$ cat config.mk
export PLATFORM = sky130hd
export DESIGN_NAME = swhc_slot_mod
export DESIGN_NICKNAME = d
export VERILOG_FILES = /design/src/hw/rtl/swhc_pkg.sv /design/src/hw/rtl/swhc_slot_mod.sv
export SDC_FILE = /design/constraint.sdc
export NUM_CORES = 1
export LEC_CHECK = 0
export BUFFER_PORTS_ARGS = -buffer_cell sky130_fd_sc_hd__buf_2
export CAP_MARGIN = 20
export CORE_MARGIN = 2
export CORE_UTILIZATION = 30
export DETAILED_ROUTE_END_ITERATION = 7
export PLACE_DENSITY_LB_ADDON = 0.12
export SLEW_MARGIN = 20
export SYNTH_ARGS = -nofsm -noshare
export SYNTH_HDL_FRONTEND = slang
export SYNTH_SLANG_ARGS = --single-unit
$ cat constraint.sdc
create_clock -name clk -period 7.25 [get_ports clk]
set_input_delay 0.725 -clock clk [delete_from_list [all_inputs] [get_ports clk]]
set_output_delay 0.725 -clock clk [all_outputs]
set_load 0.01 [all_outputs]
$ cat src/hw/rtl/swhc_pkg.sv
// shared constants and types for the sliding window hit counter
// no dependencies; compiled first
package swhc_pkg;

  localparam int TS_W           = 31;
  localparam int COUNT_W        = 16;
  localparam int TOTAL_W        = 25;
  localparam int WINDOW_DEFAULT = 300;

  localparam logic [COUNT_W-1:0] COUNT_MAX = {COUNT_W{1'b1}};
  localparam logic [TOTAL_W-1:0] TOTAL_MAX = {TOTAL_W{1'b1}};

  localparam logic CMD_HIT   = 1'b0;
  localparam logic CMD_QUERY = 1'b1;

  typedef struct packed {
    logic               valid;
    logic [TS_W-1:0]    second;
    logic [COUNT_W-1:0] count;
  } bucket_t;

endpackage

$ cat src/hw/rtl/swhc_slot_mod.sv
// timestamp modulo the window size by reciprocal multiplication
// depends on swhc_pkg; three pipelined stages: multiply, scale back, subtract
module swhc_slot_mod #(
  parameter int WINDOW = swhc_pkg::WINDOW_DEFAULT,
  parameter int AW     = $clog2(WINDOW)
) (
  input  logic                  clk,
  input  logic                  rst,
  input  logic                  start,
  input  logic [swhc_pkg::TS_W-1:0] value,
  output logic                  done,
  output logic [AW-1:0]         slot
);
  import swhc_pkg::*;

  localparam int SHIFT = TS_W + $clog2(WINDOW);
  localparam int PW    = 2 * TS_W + 1;
  localparam logic [63:0] RECIP_FULL =
    ((64'd1 << SHIFT) + 64'(WINDOW - 1)) / 64'(WINDOW);
  localparam logic [TS_W:0] RECIP = RECIP_FULL[TS_W:0];

  logic [2:0]      stage;
  logic [TS_W-1:0] val;
  logic [TS_W-1:0] quo;
  logic [TS_W-1:0] qd;
  logic [AW-1:0]   rem;
  logic [PW-1:0]   prod;

  // ceil(2^SHIFT / WINDOW) gives the exact quotient for every timestamp value
  always_comb begin
    prod = PW'(val) * PW'(RECIP);
  end

  always_ff @(posedge clk) begin
    if (rst) begin
      stage <= '0;
      done  <= 1'b0;
    end else begin
      stage <= {stage[1:0], start};
      done  <= stage[2];
    end
  end

  always_ff @(posedge clk) begin
    if (start) begin
      val <= value;
    end
    if (stage[0]) begin
      quo <= TS_W'(prod >> SHIFT);
    end
    if (stage[1]) begin
      qd <= quo * TS_W'(WINDOW);
    end
    if (stage[2]) begin
      rem <= AW'(val - qd);
    end
  end

  assign slot = rem;

  a_slot_range: assert property (@(posedge clk) disable iff (rst)
    done |-> (AW+1)'(slot) < (AW+1)'(WINDOW))
    else $error("slot out of window range");

  a_done_after_stages: assert property (@(posedge clk) disable iff (rst)
    done |-> $past(stage[2]))
    else $error("done without a reduction in flight");

  a_start_when_empty: assert property (@(posedge clk) disable iff (rst)
    start |-> (stage == 3'b000))
    else $error("new reduction started while one is in flight");

endmodule

* Yosys cells after proc, flatten, opt, wreduce, memory -nomap -nowiden
Cells that the tools add are included.
Widths: inputs -> output; s select.
** Storage, ports and cells
- Word-level logic and storage cells :: 9
- Flip-flop bits (word level) :: 74
- Output and inout bits :: 10
** Operators by class
- Add/sub/neg operators :: 1
- Multiply operators :: 2
** Operators with widths (count)
- $mul 31x29->60 const B :: 1
- $mul 23x7->7 const B :: 1
- $sub 9x9->9 :: 1

* Depth between registers and ports, before layout
- Depth after elaboration :: 1
- Depth in mapped cells :: 24
- Mapped depth without buffers :: 23

* Worst setup path before layout
Ideal clock, no wire load.
- Kind :: reg-to-reg
- From :: register val[8]
- To :: register quo[5] (data pin)
- Path buffers :: 0
- Data arrival time :: 6.085 ns
- Cell stages (with the launch flop) :: 20
- Slack :: 0.903 ns
- Path through :: edfxtp_1 -> inv_1 -> fa_1 -> fa_1 -> inv_1 -> fa_1 -> fa_1 -> fa_1 -> fa_1 -> fa_1 -> inv_1 -> fa_1 -> inv_1 -> ha_1 -> a21oi_1 -> o21ai_0 -> o2111a_1 -> o21a_1 -> o21ai_0 -> nor3b_2
** On the way
- Cells in the longest elaborated chain, start to end :: 1
** Ends and longest elaborated chain
- start: declaration :: RTL line swhc_slot_mod.sv:23 : logic [TS_W-1:0] val;
- start signal: assignment :: RTL line swhc_slot_mod.sv:46 : val <= value;
- $mul 31x29->60 :: RTL line swhc_slot_mod.sv:31 : prod = PW'(val) * PW'(RECIP);
- named net prod[45] :: RTL line swhc_slot_mod.sv:27 : logic [PW-1:0] prod;
- end signal: assignment :: RTL line swhc_slot_mod.sv:49 : quo <= TS_W'(prod >> SHIFT);
- end: declaration :: RTL line swhc_slot_mod.sv:24 : logic [TS_W-1:0] quo;
The timed path passes the listed nets, and every way through them passes these cells.
A chain may end at the register's enable or synchronous reset.

* Worst setup path in the final report
- From :: register val[9]
- To :: register quo[1] (data pin)
Same word-level chain as after synthesis.

==> metrics.md <==
| Metric | Value |
|---|---|
| CP max stage delay | roughly 560 ps |
| Seq cells post-synth | 58 |
| Top FF cell, synth | edfxtp_1 |
| Largest net degree at the start of global routing | 33 |
| Outcome | completed |
| Final Slew Violations | 0 |
| CTS Root Cell | clkbuf_16 |
| Worst-path cell chain | inv_1 -> fa_1 -> fa_1 -> fa_1 -> inv_1 -> fa_1 -> fa_1 -> fa_1 -> fa_1 -> inv_1 -> fa_1 -> inv_1 -> ha_1 -> nand2_1 -> o21ai_0 -> o2111a_1 -> nand2b_1 -> and4_4 -> nor3_1 |
| Port Buffer Count | 43 |
| Number of synthesized flops with an enable pin | 54 |
| Crit-path max FO | 6 |
| Cell Area, Synth | 14400 um2 |
| Layout area overhead | 10.6% |
| CTS clk-pin slew, worst paths | 70 ps |
| Total grt overflow | 0 |
| Top cell type's share of synthesized area | approximately two fifths |
| Crit. End Element | flop |
| Worst path most repeated cell | fa_1 |
| Nets@finish | slightly above 2000 |
| WP data required | 7350 ps |
| Clock skew | approximately 21 ps |
| Die width | 223 um |
| Diodes inserted | 0 |
| Worst slew margin | roughly 33% |
| Vias in the first global route | about 11000 |
| Seq/Total Area, Yosys | 11.8% |
| Hold crit path type | primary input to flop |
| Max Clock Freq | around 0.15 GHz |
| H-tree lvl count | 3 |
| Clock sink total | 58 |
| Max Cap Viol | 0 |
| Yosys warns | 0 |
| Leading area contributor after synthesis | fa_1 |
| Setup_tns | 0 ps |
| Drt first pass iters | 5 |
| Layout cells sized above 1 | about 6.5% |
| RSZ-0062 raised after global routing | no |
| Wire length per cell | 19.3 um |
| Final Critical Period | 6830 ps |
| Final Setup Violations | 0 |
| CTS Buf Count | 9 |
| Area of the die | approximately 50000 um2 |
| Post-synth ARST share | 0% |
| Top area cells in the synthesized netlist | fa_1 40%, ha_1 25%, inv_1 12% |
| Critical path arrival | between 6000 and 7000 ps |
| Worst setup SP type | flop |
| Vias per cell | 4.46 |
| Via count | roughly 9200 |
| Crit path kind | flop to flop |
| WL final | between 30 and 40 mm |
| Antenna violations before repair | 0 |
| Routed Antenna Nets | 0 |
| Clock Latency Late Sink | 380 ps |
| Syn_area_per_cell | ~11 um2 |
| CTS tree | yes |
| First-pass GRT wire length | between 60 and 70 mm |
| Initial DRC count | approximately 400 |
| Syn_nets | slightly below 2000 |
| Yosys cell types | 52 |
| GRT Total Usage | 17.6% |
| Period utilization | between 90% and 100% |
| Die Span Y | roughly 220 um |
| # DRC | 0 |
| Ports | 44 |
| Starting density of the core | a little under a third |
| Worst path slowest cell | fa_1 |
| Syn Inst Count | 1362 |
| Final Wtd Congestion | ~0.88 |
| Core area | approximately 48000 um2 |
| Detail Placement HPWL | 35.3 mm |
| Num rows | 80 |
| Final Hold Fails | 0 |
| Buffer depth of the longest clock path | 2 |
| Worst-margin pin slew | roughly 1000 ps |
| Post-CTS Hold Buffers | 0 |
-- timing repair --
action	4_1_cts	5_1_grt
setup buffers	0	0
setup endpoints to repair	0	2
gates resized for setup	0	1
endpoints found under the hold margin	0	0
-- kinds of logic (layout without fill, tap and decap cells) --
family                     count (synthesis)  count (layout)  share of synthesized area (%)
AOI/OAI and AO/OA                        118             118                           5.21
muxes                                      2               2                          0.139
adders and majority gates                572             572                           64.7
DFF                                       58              58                           11.8
and+or+nand+nor                          103             103                           3.49
xor gates and xnor gates                  40              40                           2.43
buffers and inverters                    469             555                           12.2
-- critical path: cells and delay by family (launching register included) --
| family | cells | cell delay (ps) |
|---|---|---|
| and+or+nand+nor | 4 | 480 |
| adders and majority gates | 9 | 4410 |
| DFF | 1 | 390 |
| buffers and inverters | 4 | 450 |
| AOI/OAI and AO/OA | 2 | 810 |
-- stage by stage --
step,cell area [um2],util [%],worst slack [ps],cells,hold slack (ps)
floorplan,14400,-,903,1362,506
global placement,15600,32.8,186,2047,556
detailed placement,15600,32.8,368,2047,542
CTS,15900,33.5,329,2063,485
global route,15900,33.5,95.1,2063,502
finish,15900,33.5,423,2063,514
-- placed cells by master, fill, tap and decap left out, drive strengths merged, types with 3 or more instances in the layout --
master and n:
nand2 35, o21a 5, xnor2 33, xor2 7, dfxtp 4, fa 287, o211ai 3, a211oi 7
o2111ai 3, clkbuf 12, o21bai 4, nand4 8, inv 466, ha 285, nand2b 4, o221ai 3
nor2b 6, a21o 7, edfxtp 54, o21ai 26, nor2 22, nand3 7, nor3 9, a21oi 42
buf 73
-- Yosys cell counts (3+ instances only) --
library cell	n
edfxtp_1	54
nand2_1	35
o21bai_1	4
a21oi_1	42
o211ai_1	3
nand2b_1	4
nand3_1	7
xor2_1	7
inv_1	466
nand4_1	8
a21o_1	7
fa_1	287
nor2b_1	6
o21a_1	5
dfxtp_1	4
ha_1	285
xnor2_1	33
o2111ai_1	3
nor3_1	9
a211oi_1	6
o221ai_1	3
o21ai_0	25
nor2_1	22
-- final timing paths --
kind              startpoint      end  slack, ps  cells after the start
setup reg to reg      val[9]   quo[1]        420                     19
hold reg to reg       quo[0]    qd[2]        550                      0
setup / recovery      val[9]   quo[1]        420                     19
hold / removal     value[29]  val[29]        510                      1
-- flip-flops by register name, indices dropped and copies added (netlist names) --
name   cells
quo        7
val       31
slot       9
qd         7
done       1
stage      3
-- metal layers --
| metal | routed length [um] | vias up | GRT usage, % | share of wire (%) |
|---|---|---|---|---|
| met3 | 1010 | 16 | 1.80 | 2.5 |
| met5 | 0 | - | 0 | 0 |
| li1 | - | 4361 | - | - |
| met1 | 18700 | 4700 | 23.9 | 47 |
| met2 | 19700 | 121 | 30.5 | 49 |
| met4 | 389 | 0 | 3.31 | 0.98 |
-- cell type report --
class,instances,area [um2]
repair buffers,73,440
multi-input cells,835,10900
well taps,615,769
fillers,4857,31600
clock buffers,12,256
flip-flops and latches,58,1700
inverters,466,1750
clock inverters,4,73.8
Power is left out: the tool's default activity adds up to more than one toggle a clock period on the data nets, which glitch-free logic cannot reach.
